File: config.mk
export PLATFORM = sky130hd
export DESIGN_NAME = camera_line_follow_steering
export DESIGN_NICKNAME = d
export VERILOG_FILES = /design/src/lfs_pkg.sv /design/src/lfs_front.sv /design/src/lfs_row_queue.sv /design/src/lfs_back.sv /design/src/camera_line_follow_steering.sv
export VERILOG_INCLUDE_DIRS = /design/src /design/src/src
export SDC_FILE = /design/constraint.sdc
export NUM_CORES = 1
export LEC_CHECK = 0
export ABC_AREA = 1
export BUFFER_PORTS_ARGS = -buffer_cell sky130_fd_sc_hd__buf_2
export CAP_MARGIN = 10
export CORE_UTILIZATION = 52
export DETAILED_ROUTE_END_ITERATION = 8
export GPL_TIMING_DRIVEN = 0
export HOLD_SLACK_MARGIN = 0.15
export PLACE_DENSITY = 0.79
export SLEW_MARGIN = 20
export SYNTH_ARGS = -nofsm -noshare
export SYNTH_HDL_FRONTEND = slang
export SYNTH_SLANG_ARGS = --single-unit
File: constraint.sdc
create_clock -name clk -period 5.4 [get_ports clk]
set_clock_uncertainty 0.1 [all_clocks]
set_input_delay 1.08 -clock clk [delete_from_list [all_inputs] [get_ports clk]]
set_output_delay 1.08 -clock clk [all_outputs]
set_load 0.02 [all_outputs]
File: src/assert_macros.svh
// Assertion helpers for the line follower block.
// Each use expects clk and rst_n in scope.
`ifndef ASSERT_MACROS_SVH
`define ASSERT_MACROS_SVH

// Same-cycle implication.
`define LFS_ASSERT_IMP(lbl, ante, cons, msg) \
    lbl: assert property (@(posedge clk) disable iff (!rst_n) (ante) |-> (cons)) \
        else $error(msg);

// Next-cycle implication.
`define LFS_ASSERT_NXT(lbl, ante, cons, msg) \
    lbl: assert property (@(posedge clk) disable iff (!rst_n) (ante) |=> (cons)) \
        else $error(msg);

`endif

File: src/lfs_pkg.sv
`default_nettype none

package lfs_pkg;

    // Row geometry
    localparam int ROW_WIDTH     = 320;
    localparam int CENTER_PIXELS = 40;
    localparam int SIDE_PIXELS   = ROW_WIDTH / 2 - 40;
    localparam int LEFT_START    = SIDE_PIXELS + 80;
    localparam int CENTER_START  = ROW_WIDTH / 2 - CENTER_PIXELS / 2;

    // Widths
    localparam int COL_W    = 9;
    localparam int SUM_W    = 13;
    localparam int CSUM_W   = 14;
    localparam int DRV_W    = 9;
    localparam int GAIN_W   = 16;
    localparam int MIX_W    = SUM_W + 2;

    localparam logic [COL_W-1:0]  COL_MAX  = '1;
    localparam logic [SUM_W-1:0]  SUM_MAX  = '1;
    localparam logic [CSUM_W-1:0] CSUM_MAX = '1;

    // Queues
    localparam int ROWQ_DEPTH = 2;
    localparam int ROWQ_AW    = 1;
    localparam int OUTQ_DEPTH = 4;
    localparam int OUTQ_AW    = 2;

    // Config port
    localparam int CFG_IDX_W  = 3;
    localparam int CFG_DATA_W = 16;

    typedef enum logic [CFG_IDX_W-1:0] {
        CFG_BRIGHT_LEVEL   = 3'd0,
        CFG_BASE_SPEED     = 3'd1,
        CFG_GAIN_Q16       = 3'd2,
        CFG_JUNCTION_LIMIT = 3'd3,
        CFG_REVERSE_FAST   = 3'd4,
        CFG_REVERSE_SLOW   = 3'd5
    } cfg_index_t;

    typedef enum logic [1:0] {
        ACT_FOLLOW   = 2'd0,
        ACT_RECOVER  = 2'd1,
        ACT_JUNCTION = 2'd2
    } action_t;

    typedef struct packed {
        logic [7:0]        bright_level;
        logic [7:0]        base_speed;
        logic [GAIN_W-1:0] gain_q16;
        logic [SUM_W-1:0]  junction_limit;
        logic [7:0]        reverse_fast;
        logic [7:0]        reverse_slow;
    } cfg_t;

    // One finished row as handed from front to back
    typedef struct packed {
        logic [SUM_W-1:0]  right_sum;
        logic [SUM_W-1:0]  left_sum;
        logic [CSUM_W-1:0] center_sum;
    } row_sum_t;

    // One result word
    typedef struct packed {
        logic signed [DRV_W-1:0] left_drive;
        logic signed [DRV_W-1:0] right_drive;
        action_t                 action;
        logic [SUM_W-1:0]        right_sum;
        logic [SUM_W-1:0]        left_sum;
        logic                    center_lit;
    } steer_word_t;

    typedef struct packed {
        logic full;
        logic empty;
    } q_status_t;

    function automatic logic signed [DRV_W-1:0] clamp_drive(
        input logic signed [MIX_W-1:0] v
    );
        logic signed [MIX_W-1:0] pos_lim;
        logic signed [MIX_W-1:0] neg_lim;
        logic signed [DRV_W-1:0] r;
        pos_lim = MIX_W'(255);
        neg_lim = -pos_lim;
        if (v > pos_lim)
        begin
            r = pos_lim[DRV_W-1:0];
        end
        else if (v < neg_lim)
        begin
            r = neg_lim[DRV_W-1:0];
        end
        else
        begin
            r = v[DRV_W-1:0];
        end
        return r;
    endfunction

endpackage

`default_nettype wire

File: src/lfs_front.sv
`default_nettype none

// Column counter and band accumulators; hands one row_sum_t per row end.
module lfs_front import lfs_pkg::*; (
    input  wire logic       clk,
    input  wire logic       rst_n,
    input  wire logic       accept,
    input  wire logic [7:0] pixel_value,
    input  wire logic       row_end,
    input  wire logic [7:0] bright_level,
    output logic            row_push,
    output row_sum_t        row_sum
);

    logic [COL_W-1:0]  col_reg,    col_next;
    logic [SUM_W-1:0]  right_reg,  right_next;
    logic [SUM_W-1:0]  left_reg,   left_next;
    logic [CSUM_W-1:0] center_reg, center_next;

    logic [COL_W:0]    col_x;
    logic              lit;
    logic              in_row, in_right, in_left, in_center;
    logic [COL_W-1:0]  right_w, left_w;
    logic [SUM_W:0]    right_add, left_add;
    logic [CSUM_W:0]   center_add;
    logic [SUM_W-1:0]  right_new, left_new;
    logic [CSUM_W-1:0] center_new;

    always_comb
    begin
        col_x     = {1'b0, col_reg};
        lit       = pixel_value > bright_level;
        in_row    = col_x < (COL_W+1)'(ROW_WIDTH);
        in_right  = lit && (col_x >= (COL_W+1)'(1)) && (col_x <= (COL_W+1)'(SIDE_PIXELS));
        in_left   = lit && in_row && (col_x >= (COL_W+1)'(LEFT_START));
        in_center = (col_x >= (COL_W+1)'(CENTER_START))
                 && (col_x < (COL_W+1)'(CENTER_START + CENTER_PIXELS));

        right_w = COL_W'(SIDE_PIXELS) - col_reg;
        left_w  = col_reg - COL_W'(LEFT_START);

        right_add  = (SUM_W+1)'(right_reg) + (SUM_W+1)'(right_w);
        left_add   = (SUM_W+1)'(left_reg) + (SUM_W+1)'(left_w);
        center_add = (CSUM_W+1)'(center_reg) + (CSUM_W+1)'(pixel_value);

        right_new  = right_reg;
        left_new   = left_reg;
        center_new = center_reg;
        if (in_right)
        begin
            right_new = right_add[SUM_W] ? SUM_MAX : right_add[SUM_W-1:0];
        end
        if (in_left)
        begin
            left_new = left_add[SUM_W] ? SUM_MAX : left_add[SUM_W-1:0];
        end
        if (in_center)
        begin
            center_new = center_add[CSUM_W] ? CSUM_MAX : center_add[CSUM_W-1:0];
        end

        row_push = accept && row_end;
        row_sum  = '{right_sum: right_new, left_sum: left_new, center_sum: center_new};

        col_next    = col_reg;
        right_next  = right_reg;
        left_next   = left_reg;
        center_next = center_reg;
        if (accept)
        begin
            if (row_end)
            begin
                col_next    = '0;
                right_next  = '0;
                left_next   = '0;
                center_next = '0;
            end
            else
            begin
                col_next    = (col_reg == COL_MAX) ? col_reg : col_reg + COL_W'(1);
                right_next  = right_new;
                left_next   = left_new;
                center_next = center_new;
            end
        end
    end

    always_ff @(posedge clk or negedge rst_n)
    begin
        if (!rst_n)
        begin
            col_reg    <= '0;
            right_reg  <= '0;
            left_reg   <= '0;
            center_reg <= '0;
        end
        else
        begin
            col_reg    <= col_next;
            right_reg  <= right_next;
            left_reg   <= left_next;
            center_reg <= center_next;
        end
    end

endmodule

`default_nettype wire

File: src/lfs_row_queue.sv
`default_nettype none

// Short queue of finished rows between front and back.
module lfs_row_queue import lfs_pkg::*; (
    input  wire logic     clk,
    input  wire logic     rst_n,
    input  wire logic     push,
    input  row_sum_t      din,
    input  wire logic     pop,
    output row_sum_t      dout,
    output q_status_t     status
);

    row_sum_t             entry_reg [ROWQ_DEPTH];
    logic [ROWQ_AW-1:0]   wr_ptr_reg, wr_ptr_next;
    logic [ROWQ_AW-1:0]   rd_ptr_reg, rd_ptr_next;
    logic [ROWQ_AW:0]     count_reg,  count_next;
    logic                 do_push, do_pop;

    always_comb
    begin
        status.empty = (count_reg == '0);
        status.full  = (count_reg == (ROWQ_AW+1)'(ROWQ_DEPTH));
        do_push      = push && !status.full;
        do_pop       = pop && !status.empty;
        dout         = entry_reg[rd_ptr_reg];

        wr_ptr_next = do_push ? wr_ptr_reg + ROWQ_AW'(1) : wr_ptr_reg;
        rd_ptr_next = do_pop  ? rd_ptr_reg + ROWQ_AW'(1) : rd_ptr_reg;
        count_next  = count_reg;
        if (do_push && !do_pop)
        begin
            count_next = count_reg + (ROWQ_AW+1)'(1);
        end
        else if (do_pop && !do_push)
        begin
            count_next = count_reg - (ROWQ_AW+1)'(1);
        end
    end

    always_ff @(posedge clk)
    begin
        if (do_push)
        begin
            entry_reg[wr_ptr_reg] <= din;
        end
    end

    always_ff @(posedge clk or negedge rst_n)
    begin
        if (!rst_n)
        begin
            wr_ptr_reg <= '0;
            rd_ptr_reg <= '0;
            count_reg  <= '0;
        end
        else
        begin
            wr_ptr_reg <= wr_ptr_next;
            rd_ptr_reg <= rd_ptr_next;
            count_reg  <= count_next;
        end
    end

endmodule

`default_nettype wire

File: src/lfs_back.sv
`default_nettype none

// Decision pipeline: classify, multiply, mix/clamp, then result queue.
module lfs_back import lfs_pkg::*; (
    input  wire logic   clk,
    input  wire logic   rst_n,
    input  cfg_t        cfg,
    input  row_sum_t    rq_word,
    input  q_status_t   rq_status,
    output logic        rq_pop,
    input  wire logic   out_pop,
    output steer_word_t out_word,
    output logic        out_empty,
    output logic        halted
);

    // stage 1: classified row
    logic              s1_valid_reg, s1_valid_next;
    action_t           s1_action_reg;
    logic [SUM_W-1:0]  s1_mag_reg;
    logic              s1_neg_reg;
    logic [SUM_W-1:0]  s1_right_reg, s1_left_reg;
    logic              s1_lit_reg;

    // stage 2: scaled error
    logic              s2_valid_reg, s2_valid_next;
    action_t           s2_action_reg;
    logic [SUM_W-1:0]  s2_f_reg;
    logic              s2_neg_reg;
    logic [SUM_W-1:0]  s2_right_reg, s2_left_reg;
    logic              s2_lit_reg;

    logic              halted_reg, halted_next;
    logic signed [DRV_W-1:0] last_left_reg, last_left_next;
    logic signed [DRV_W-1:0] last_right_reg, last_right_next;

    // result queue
    steer_word_t        oq_reg [OUTQ_DEPTH];
    logic [OUTQ_AW-1:0] oq_wr_reg, oq_wr_next;
    logic [OUTQ_AW-1:0] oq_rd_reg, oq_rd_next;
    logic [OUTQ_AW:0]   oq_count_reg, oq_count_next;
    logic               oq_full, oq_write, oq_read;

    logic               adv;
    logic               c_lit, c_recover, c_junction, c_neg;
    logic [CSUM_W-1:0]  lit_limit;
    action_t            c_action;
    logic [SUM_W-1:0]   c_mag;
    logic [SUM_W+GAIN_W-1:0] prod;

    logic signed [MIX_W-1:0] base_s, f_s, right_mix, left_mix;
    logic signed [DRV_W-1:0] rev_fast_n, rev_slow_n;
    steer_word_t             new_word;

    always_comb
    begin
        oq_full   = (oq_count_reg == (OUTQ_AW+1)'(OUTQ_DEPTH));
        out_empty = (oq_count_reg == '0);
        out_word  = oq_reg[oq_rd_reg];
        adv       = !oq_full;
        rq_pop    = adv && !rq_status.empty;
        halted    = halted_reg;

        // classify
        lit_limit  = CSUM_W'(cfg.bright_level) * CSUM_W'(CENTER_PIXELS);
        c_lit      = rq_word.center_sum >= lit_limit;
        c_recover  = !c_lit && (rq_word.right_sum == '0) && (rq_word.left_sum == '0);
        c_junction = (rq_word.right_sum > cfg.junction_limit)
                  && (rq_word.left_sum > cfg.junction_limit);
        c_neg      = rq_word.left_sum > rq_word.right_sum;
        c_mag      = c_neg ? rq_word.left_sum - rq_word.right_sum
                           : rq_word.right_sum - rq_word.left_sum;
        if (c_recover)
        begin
            c_action = ACT_RECOVER;
        end
        else if (c_junction)
        begin
            c_action = ACT_JUNCTION;
        end
        else
        begin
            c_action = ACT_FOLLOW;
        end

        s1_valid_next = adv ? (rq_pop && !halted_reg) : s1_valid_reg;
        halted_next   = halted_reg || (rq_pop && !halted_reg && (c_action == ACT_JUNCTION));

        // scale
        prod          = (SUM_W+GAIN_W)'(s1_mag_reg) * (SUM_W+GAIN_W)'(cfg.gain_q16);
        s2_valid_next = adv ? s1_valid_reg : s2_valid_reg;

        // mix and clamp
        base_s     = $signed(MIX_W'(cfg.base_speed));
        f_s        = $signed(MIX_W'(s2_f_reg));
        right_mix  = s2_neg_reg ? base_s - f_s : base_s + f_s;
        left_mix   = s2_neg_reg ? base_s + f_s : base_s - f_s;
        rev_fast_n = -$signed({1'b0, cfg.reverse_fast});
        rev_slow_n = -$signed({1'b0, cfg.reverse_slow});

        new_word.action     = s2_action_reg;
        new_word.right_sum  = s2_right_reg;
        new_word.left_sum   = s2_left_reg;
        new_word.center_lit = s2_lit_reg;
        case (s2_action_reg)
            ACT_RECOVER:
            begin
                if (last_left_reg < last_right_reg)
                begin
                    new_word.left_drive  = rev_fast_n;
                    new_word.right_drive = rev_slow_n;
                end
                else
                begin
                    new_word.left_drive  = rev_slow_n;
                    new_word.right_drive = rev_fast_n;
                end
            end
            ACT_FOLLOW:
            begin
                new_word.left_drive  = clamp_drive(left_mix);
                new_word.right_drive = clamp_drive(right_mix);
            end
            default:
            begin
                new_word.left_drive  = '0;
                new_word.right_drive = '0;
            end
        endcase

        oq_write = adv && s2_valid_reg;
        oq_read  = out_pop && !out_empty;

        last_left_next  = last_left_reg;
        last_right_next = last_right_reg;
        if (oq_write && (s2_action_reg == ACT_FOLLOW))
        begin
            last_left_next  = new_word.left_drive;
            last_right_next = new_word.right_drive;
        end

        oq_wr_next    = oq_write ? oq_wr_reg + OUTQ_AW'(1) : oq_wr_reg;
        oq_rd_next    = oq_read  ? oq_rd_reg + OUTQ_AW'(1) : oq_rd_reg;
        oq_count_next = oq_count_reg;
        if (oq_write && !oq_read)
        begin
            oq_count_next = oq_count_reg + (OUTQ_AW+1)'(1);
        end
        else if (oq_read && !oq_write)
        begin
            oq_count_next = oq_count_reg - (OUTQ_AW+1)'(1);
        end
    end

    // payload
    always_ff @(posedge clk)
    begin
        if (adv)
        begin
            s1_action_reg <= c_action;
            s1_mag_reg    <= c_mag;
            s1_neg_reg    <= c_neg;
            s1_right_reg  <= rq_word.right_sum;
            s1_left_reg   <= rq_word.left_sum;
            s1_lit_reg    <= c_lit;

            s2_action_reg <= s1_action_reg;
            s2_f_reg      <= prod[SUM_W+GAIN_W-1:GAIN_W];
            s2_neg_reg    <= s1_neg_reg;
            s2_right_reg  <= s1_right_reg;
            s2_left_reg   <= s1_left_reg;
            s2_lit_reg    <= s1_lit_reg;
        end
        if (oq_write)
        begin
            oq_reg[oq_wr_reg] <= new_word;
        end
    end

    // control
    always_ff @(posedge clk or negedge rst_n)
    begin
        if (!rst_n)
        begin
            s1_valid_reg   <= 1'b0;
            s2_valid_reg   <= 1'b0;
            halted_reg     <= 1'b0;
            last_left_reg  <= '0;
            last_right_reg <= '0;
            oq_wr_reg      <= '0;
            oq_rd_reg      <= '0;
            oq_count_reg   <= '0;
        end
        else
        begin
            s1_valid_reg   <= s1_valid_next;
            s2_valid_reg   <= s2_valid_next;
            halted_reg     <= halted_next;
            last_left_reg  <= last_left_next;
            last_right_reg <= last_right_next;
            oq_wr_reg      <= oq_wr_next;
            oq_rd_reg      <= oq_rd_next;
            oq_count_reg   <= oq_count_next;
        end
    end

endmodule

`default_nettype wire

File: src/camera_line_follow_steering.sv
// Channel   Handshake               Payload
// -------   ---------------------   -----------------------------------------------
// pixel in  push / full             pixel_value, row_end
// result    empty / pop             left_drive, right_drive, action_code,
//                                   right_sum_out, left_sum_out, center_lit
// config    cfg_valid / cfg_ready   cfg_index, cfg_data
//
// One pixel per clock is taken whenever the row queue has room; full only
// rises when the consumer stalls long enough to back up the result queue.
// A row result reaches the result ports through the row queue, classify,
// multiply, and mix/clamp into the result queue.
// rst_n clears counters, accumulators, queues and the halt flag, and loads
// the register defaults. After a junction word all further pixels are
// taken and discarded until reset.
`default_nettype none

`include "assert_macros.svh"

module camera_line_follow_steering import lfs_pkg::*; (
    input  wire logic                   clk,
    input  wire logic                   rst_n,

    // pixel stream
    input  wire logic                   push,
    output logic                        full,
    input  wire logic [7:0]             pixel_value,
    input  wire logic                   row_end,

    // result stream
    output logic                        empty,
    input  wire logic                   pop,
    output logic signed [DRV_W-1:0]     left_drive,
    output logic signed [DRV_W-1:0]     right_drive,
    output logic [1:0]                  action_code,
    output logic [SUM_W-1:0]            right_sum_out,
    output logic [SUM_W-1:0]            left_sum_out,
    output logic                        center_lit,

    // register writes
    input  wire logic                   cfg_valid,
    output logic                        cfg_ready,
    input  wire logic [CFG_IDX_W-1:0]   cfg_index,
    input  wire logic [CFG_DATA_W-1:0]  cfg_data
);

    cfg_t        cfg_reg, cfg_next;
    logic        in_accept;
    logic        row_push;
    row_sum_t    row_sum;
    row_sum_t    rq_word;
    q_status_t   rq_status;
    logic        rq_pop;
    logic        out_accept;
    steer_word_t out_word;
    logic        back_halted;

    // Writes never stall; unknown indexes fall through.
    always_comb
    begin
        cfg_ready = 1'b1;
        cfg_next  = cfg_reg;
        if (cfg_valid)
        begin
            unique case (cfg_index)
                CFG_BRIGHT_LEVEL:   cfg_next.bright_level   = cfg_data[7:0];
                CFG_BASE_SPEED:     cfg_next.base_speed     = cfg_data[7:0];
                CFG_GAIN_Q16:       cfg_next.gain_q16       = cfg_data[GAIN_W-1:0];
                CFG_JUNCTION_LIMIT: cfg_next.junction_limit = cfg_data[SUM_W-1:0];
                CFG_REVERSE_FAST:   cfg_next.reverse_fast   = cfg_data[7:0];
                CFG_REVERSE_SLOW:   cfg_next.reverse_slow   = cfg_data[7:0];
                default:            cfg_next = cfg_reg;
            endcase
        end
    end

    always_ff @(posedge clk or negedge rst_n)
    begin
        if (!rst_n)
        begin
            cfg_reg.bright_level   <= 8'd120;
            cfg_reg.base_speed     <= 8'd80;
            cfg_reg.gain_q16       <= GAIN_W'(721);
            cfg_reg.junction_limit <= SUM_W'(1500);
            cfg_reg.reverse_fast   <= 8'd60;
            cfg_reg.reverse_slow   <= 8'd30;
        end
        else
        begin
            cfg_reg <= cfg_next;
        end
    end

    // Pixel side backs off only when the row queue is full.
    assign full       = rq_status.full;
    assign in_accept  = push && !full;
    assign out_accept = pop && !empty;

    lfs_front u_front (
        .clk          (clk),
        .rst_n        (rst_n),
        .accept       (in_accept),
        .pixel_value  (pixel_value),
        .row_end      (row_end),
        .bright_level (cfg_reg.bright_level),
        .row_push     (row_push),
        .row_sum      (row_sum)
    );

    lfs_row_queue u_row_queue (
        .clk    (clk),
        .rst_n  (rst_n),
        .push   (row_push),
        .din    (row_sum),
        .pop    (rq_pop),
        .dout   (rq_word),
        .status (rq_status)
    );

    lfs_back u_back (
        .clk       (clk),
        .rst_n     (rst_n),
        .cfg       (cfg_reg),
        .rq_word   (rq_word),
        .rq_status (rq_status),
        .rq_pop    (rq_pop),
        .out_pop   (out_accept),
        .out_word  (out_word),
        .out_empty (empty),
        .halted    (back_halted)
    );

    assign left_drive    = out_word.left_drive;
    assign right_drive   = out_word.right_drive;
    assign action_code   = out_word.action;
    assign right_sum_out = out_word.right_sum;
    assign left_sum_out  = out_word.left_sum;
    assign center_lit    = out_word.center_lit;

    // A taken row-end pixel always leaves a row in the queue.
    `LFS_ASSERT_NXT(a_row_lands, in_accept && row_end, !rq_status.empty, "row end lost")
    // Junction halt holds until reset.
    `LFS_ASSERT_NXT(a_halt_sticky, back_halted, back_halted, "halt flag dropped")
    // A junction word carries stopped motors.
    `LFS_ASSERT_IMP(a_junction_stop, !empty && action_code == ACT_JUNCTION, left_drive == '0 && right_drive == '0, "junction drives not zero")

endmodule

`default_nettype wire

==> flow_summary.yaml, run 1 <==
logic_synthesis:
  synth_top_cell_by_area: "sky130_fd_sc_hd__edfxtp_1"
  seq_area_frac_synth: 0.4346
  synth_cell_types: 64
  yosys_warnings: 0
  mappedNetlistNets: 3997
  number_of_flops_mapped_to_enable_cells_by_yosys: 354
  avgSynthCellArea_um2: 9.129
  synthCells: 3583
  yosys_register_bits: 496
  synth.cell_area_um2: 32710
  synth_flop_cell: "sky130_fd_sc_hd__edfxtp_1"
  ys_top_cells_by_area: "sky130_fd_sc_hd__edfxtp_1, sky130_fd_sc_hd__fa_1, sky130_fd_sc_hd__dfrtp_1"
  yosysTopAreaCellShare: 0.3250
  synth-async-reset-ratio: 0.2863
critical_path:
  crit_arrival_ns: 5.60
  worstPathRequired_ns: 5.65
  setup.worst_path.end_class: "flop"
  cp_startpoint_kind: "flop"
  crit_path_max_fanout: 5
  r2r_cell_count: 22
  maximum_single_stage_delay_on_the_critical_path_ns: 0.54
  worst_reg2reg_path_endpoint: "u_back.s2_f_reg[10]"
  most_frequent_cell_on_the_critical_path: "sky130_fd_sc_hd__inv_1"
  critical-path-slowest-cell: "sky130_fd_sc_hd__edfxtp_1"
  setup.reg_to_reg.worst_slack_ns: 0.05
  criticalPathCategory: "reg -> reg"
  timing.rr.start: "u_back.s1_mag_reg[3]"
  critical_path_cell_by_cell: "clkbuf_8 -> nand2_1 -> inv_1 -> fa_1 -> inv_1 -> fa_1 -> inv_1 -> fa_1 -> fa_1 -> inv_1 -> fa_1 -> inv_1 -> ha_4 -> a21oi_2 -> o21ai_1 -> a21oi_2 -> inv_1 -> a21oi_2 -> nor3_2 -> nand2_1 -> nand2_1 -> xor2_2"
route:
  dr_total_vias: 25450
  drt.antenna.violating_nets: 0
  routedWlPerCell_um: 18.32
  dr.pass1.iters: 6
  drcViolationCount: 0
  finalWirelength_mm: 84.76
  first_iter_violations: 2678
  avgViaCountPerCell: 5.498
cts:
  cts.sink_count: 496
  clk_transition_reported_paths_ns: 0.06
  htree_num_levels: 2
  tritoncts.num_buffers: 51
  tritoncts_clock_tree: "yes"
  clk_root_buffer_cell: "sky130_fd_sc_hd__clkbuf_16"
  clock_insertion_delay_worst_skew_ns: 0.62
  clockBufferDepth: 3
flow_run:
  timing.max_cap.violations: 0
floorplan:
  placementRows: 91
  core_area_um2: 61940
  effective_utilization_at_floorplan: 0.5281
  die_x_um: 252.8
  dieHeight_um: 252.8
  boundaryPins: 83
  die_area_um2: 63910
placement:
  hpwlAfterDp_mm: 63.56
  place.port_buffers: 81
  place.gp.congestion: 0.9712
  place_area_um2: 34600
timing:
  setup_viol_count_final: 0
  slew_headroom: 0.3953
  worst_slew_pin_slew_ns: 0.9038
  slew_violations: 0
  hold_fails_final_rpt: 0
  final.period_utilization: 0.9905
  min_period_ns: 5.349
  timing.fmax_mhz: 187.0
hold_path:
  worstHoldEndpoint: "u_back.s2_left_reg[1]"
  hp-start: "u_back.s1_left_reg[1]"
  timing.hold.worst_path_depth: 0
  min_path_type: "reg -> reg"
global_routing:
  grt_start_max_net_pins: 83
  residual_overflow_from_global_routing: 0
  grt_use_total: 0.2669
  gr-max-usage-layer: "met2"
  global_route.usage.met1: 0.3598
  wire_length_of_the_first_global_routing_pass_mm: 132.8
  grt_use_met2: 0.4374
  first_global_vias: 24560
  met3_usage_in_global_routing: 0.04574
  antenna_found_initial: 1
cells_and_area:
  filler_cell_count: 5028
  share_of_the_core_filled_with_cells: 0.5974
  flow.area_growth_from_synthesis_pct: 13.13
  layout-drive-gt1-share: 0.1288
  final_cell_area_um2: 37000
  fin_nets: 4159
  largest_register_ff_count: 188
outcome:
  status: "completed"
-- synthesized netlist by cell type, drive strengths merged (5+ instances only) --
cell and instances:
inv 621, nor2 234, fa 162, dfrtp 116, buf 35, o22ai 65
nor4 9, edfxtp 354, nand3b 5, clkbuf 99, nand4 25, dfstp 26
o21bai 5, o21ai 289, nor3 34, nand3 162, a21oi 131, xor2 67
nand2 797, a21o 7, o211ai 10, o21a 11, xnor2 25, or2 35
ha 219
-- cells by family (layout without fill, tap and decap cells) --
group | count (synthesis) | after routing | synth area share
compound gates | 542 | 542 | 0.09257
mux | 5 | 5 | 0.001683
other cells | 1 | 4 | 0.0001146
xor+xnor | 92 | 92 | 0.02463
buf+inv | 758 | 963 | 0.09123
flops | 496 | 496 | 0.4346
fa+ha+maj | 381 | 381 | 0.1829
simple gates | 1308 | 1308 | 0.1722
-- per-layer routing --
layer	routed length (um)	part of all wire
met5	0	0
met3	7249	0.086
met1	34680	0.41
met2	39940	0.47
met4	2890	0.034
-- cells in the final DEF, fill, tap and decap left out, drive strengths merged, types with 34 or more instances in the layout --
master,synthesis,routed
edfxtp,354,354
a21oi,131,131
nand3,162,162
nand2,797,797
inv,621,629
o21ai,289,289
clkbuf,99,134
nor2,234,234
xor2,67,67
o22ai,65,65
ha,219,219
dfrtp,116,116
fa,162,162
nor3,34,34
buf,35,172
or2,35,35
-- per-stage QoR --
step	TNS, ns	setup WS (ns)	instances	hold slack, ns
final	0	0.05148	4628	0.3164
after global routing	-0.2182	-0.07684	4626	0.3233
after CTS	-0.04987	-0.02423	4616	0.3156
after detailed placement	-6.697	-0.6620	4515	0.3045
after floorplan	-39.80	-0.2117	3583	0.3003
after global placement	-525.66	-2.628	4501	0.3008
-- worst max path at each step --
stage / startpoint / end / slack [ns] / depth (start not counted)
after floorplan: u_back.oq_count_reg[0] / u_back.oq_reg[0][0] / -0.21 / 6
after global placement: u_back.oq_count_reg[0] / u_back.oq_reg[3][7] / -2.63 / 6
after detailed placement: u_back.s1_mag_reg[5] / u_back.s2_f_reg[10] / -0.66 / 21
after CTS: u_back.s1_mag_reg[3] / u_back.s2_f_reg[0] / -0.02 / 21
after global routing: u_back.s1_mag_reg[3] / u_back.s2_f_reg[10] / -0.08 / 22
final: u_back.s1_mag_reg[3] / u_back.s2_f_reg[10] / 0.05 / 22
-- timing repair --
action | in CTS | in global routing
buffers inserted | 19 | 9
pin swaps | 2 | 37
hold buffers | 0 | 0
setup endpoints to repair | 13 | 12
gates resized for setup | 67 | 86
gates cloned | 0 | 0
-- worst max-delay path: cells and delay by family (launching register included) --
family | cells | cell delay, ns
adder cells (fa/ha/maj) | 6 | 2.82
buffers and inverters | 7 | 0.62
AO/OA/AOI/OAI | 4 | 0.60
flip-flops | 1 | 0.54
AND/OR/NAND/NOR | 4 | 0.27
XOR/XNOR | 1 | 0.16
-- cell type report --
cell class | count | area [um2] | area share
antenna | 3 | 7.507 | 0.0002029
clock buffer | 63 | 1351 | 0.03652
timing repair buffer | 123 | 1023 | 0.02766
multi-input combinational | 2329 | 15890 | 0.4293
clock inverter | 33 | 380.4 | 0.01028
tap | 837 | 1047 | 0.02830
inverter | 624 | 2349 | 0.06347
buffer | 120 | 737.0 | 0.01992
sequential | 496 | 14220 | 0.3844
Power of run 1 is left out: the tool's default activity adds up to more than one toggle a clock period on the data nets, which glitch-free logic cannot reach.
==> inputs of run 2 (changes only) <==
Settings changed: CAP_MARGIN 10 to 20, PLACE_DENSITY 0.79 to 0.7, SLEW_MARGIN 20 to not set.
==> flow_summary.yaml, run 2 (same netlist as run 1, synthesis figures left out) <==
outcome:
  status: "completed"
cts:
  htree_num_levels: 2
  clk_transition_reported_paths_ns: 0.08
  clk_root_buffer_cell: "sky130_fd_sc_hd__clkbuf_16"
  tritoncts.num_buffers: 53
  cts.sink_count: 496
  tritoncts_clock_tree: "yes"
  clock_insertion_delay_worst_skew_ns: 0.63
  clockBufferDepth: 3
route:
  drt.antenna.violating_nets: 0
  first_iter_violations: 1747
  routedWlPerCell_um: 17.62
  drcViolationCount: 0
  dr_total_vias: 24810
  finalWirelength_mm: 81.92
  avgViaCountPerCell: 5.338
  dr.pass1.iters: 8
floorplan:
  boundaryPins: 83
  placementRows: 91
  die_x_um: 252.8
  core_area_um2: 61940
  die_area_um2: 63910
  dieHeight_um: 252.8
  effective_utilization_at_floorplan: 0.5281
timing:
  slew_violations: 0
  hold_fails_final_rpt: 0
  final.period_utilization: 0.9924
  min_period_ns: 5.359
  timing.fmax_mhz: 186.6
  worst_slew_pin_slew_ns: 0.9351
  slew_headroom: 0.3751
  setup_repair_after_global_routing_missed_its_margin: "yes"
  setup_viol_count_final: 0
critical_path:
  timing.rr.start: "u_back.s1_mag_reg[1]"
  worstPathRequired_ns: 5.71
  timing.critical_path.depth: 22
  crit_path_max_fanout: 5
  maximum_single_stage_delay_on_the_critical_path_ns: 0.58
  r2r_cell_count: 22
  setup.worst_path.end_class: "flop"
  cp_startpoint_kind: "flop"
  critPathBufInv: 7
  most_frequent_cell_on_the_critical_path: "sky130_fd_sc_hd__fa_1"
  critical_path_cell_by_cell: "buf_8 -> nand2_2 -> inv_1 -> fa_1 -> inv_1 -> fa_1 -> inv_2 -> fa_1 -> fa_1 -> inv_2 -> fa_1 -> inv_2 -> ha_4 -> nand2_4 -> inv_4 -> nand2_4 -> nor3_4 -> a21oi_4 -> nor3_4 -> nand2_1 -> nand2_2 -> xor2_2"
  setup.reg_to_reg.worst_slack_ns: 0.04
  worst_setup_path_end: "u_back.s2_f_reg[10]"
  criticalPathCategory: "reg -> reg"
  critical-path-slowest-cell: "sky130_fd_sc_hd__edfxtp_1"
  launch_point_of_the_worst_path: "u_back.s1_mag_reg[1]"
  crit_arrival_ns: 5.67
  worst_reg2reg_path_endpoint: "u_back.s2_f_reg[10]"
  critPathTopFamily: "adder cells"
placement:
  place.detailed.instances: 4509
  place.port_buffers: 81
  place.gp.congestion: 0.9492
  hpwlAfterDp_mm: 60.91
cells_and_area:
  fin_nets: 4181
  final_cell_count_no_fill: 4648
  layout-drive-gt1-share: 0.1433
  mostFrequentLayoutCells: "sky130_fd_sc_hd__nand2_1, sky130_fd_sc_hd__inv_1, sky130_fd_sc_hd__edfxtp_1, sky130_fd_sc_hd__o21ai_0, sky130_fd_sc_hd__ha_1"
  largest_register_ff_count: 188
  antenna_cells: 0
  final_common_cell: "sky130_fd_sc_hd__nand2_1"
  flow.area_growth_from_synthesis_pct: 14.33
global_routing:
  grt_use_total: 0.2542
  grt_start_max_net_pins: 105
  wire_length_of_the_first_global_routing_pass_mm: 126.4
  first_global_vias: 23440
  residual_overflow_from_global_routing: 0
  antenna_found_initial: 0
flow_run:
  timing.max_cap.violations: 0
hold_path:
  min_path_type: "in -> async"
## run 2: cell count changes in the layout (fill, tap and decap cells not counted), moves of 5 or more
cell	before	now
sky130_fd_sc_hd__nand2_2	28	33
sky130_fd_sc_hd__a21oi_4	5	10
sky130_fd_sc_hd__inv_2	25	32
sky130_fd_sc_hd__buf_16	13	5
sky130_fd_sc_hd__inv_1	594	586
sky130_fd_sc_hd__nand2_1	763	754
sky130_fd_sc_hd__buf_4	34	58
sky130_fd_sc_hd__nor2_1	203	198
## run 2: timing repair
action,in CTS,in global routing
pin swaps,6,58
cloned,1,0
gates resized for setup,93,134
setup endpoints to repair,13,11
buffers inserted,18,33
hold buffers,0,0
## run 2: layout make-up
type	instances	area, um2
Sequential cell	496	14220
Tap cell	837	1047
Fill cell	5269	24540
Buffer	122	804.5
Inverter	624	2351
Timing Repair Buffer	141	1044
Clock buffer	70	1465
Multi-Input combinational cell	2329	16120
Clock inverter	29	339.1
## run 2: routing by layer
layer / wire [um] / vias to the layer above / global-route usage
li1: - / 11990 / -
met1: 36470 / 11990 / 0.3542
met2: 38270 / 718 / 0.4139
met3: 5012 / 114 / 0.03588
met4: 2171 / 0 / 0.07411
met5: 0 / - / 0
## run 2: worst min path at each step
stage                         endpoint                    start
6_report                   cfg_reg[41]                    rst_n
5_1_grt                    cfg_reg[41]                    rst_n
4_1_cts                    cfg_reg[41]                    rst_n
3_5_place_dp    u_back.s2_left_reg[12]   u_back.s1_left_reg[12]
3_3_place_gp     u_back.s2_left_reg[3]    u_back.s1_left_reg[3]
2_1_floorplan  u_back.s2_action_reg[0]  u_back.s1_action_reg[0]
## run 2: per-stage QoR
step | TNS (ns) | worst slack, ns | cell area [um2] | hold WS [ns] | util
finish | 0 | 0.04120 | 37400 | 0.2476 | 0.6038
global route | -0.2005 | -0.06112 | 37400 | 0.2503 | 0.6038
CTS | -0.002721 | -0.002721 | 36710 | 0.2306 | 0.5926
detailed placement | -8.506 | -0.8513 | 34420 | 0.3045 | 0.5558
global placement | -594.54 | -2.963 | 34160 | 0.3009 | 0.5516
floorplan | -39.80 | -0.2117 | 32710 | 0.3003 | -
Power of run 2 is left out for the same reason.
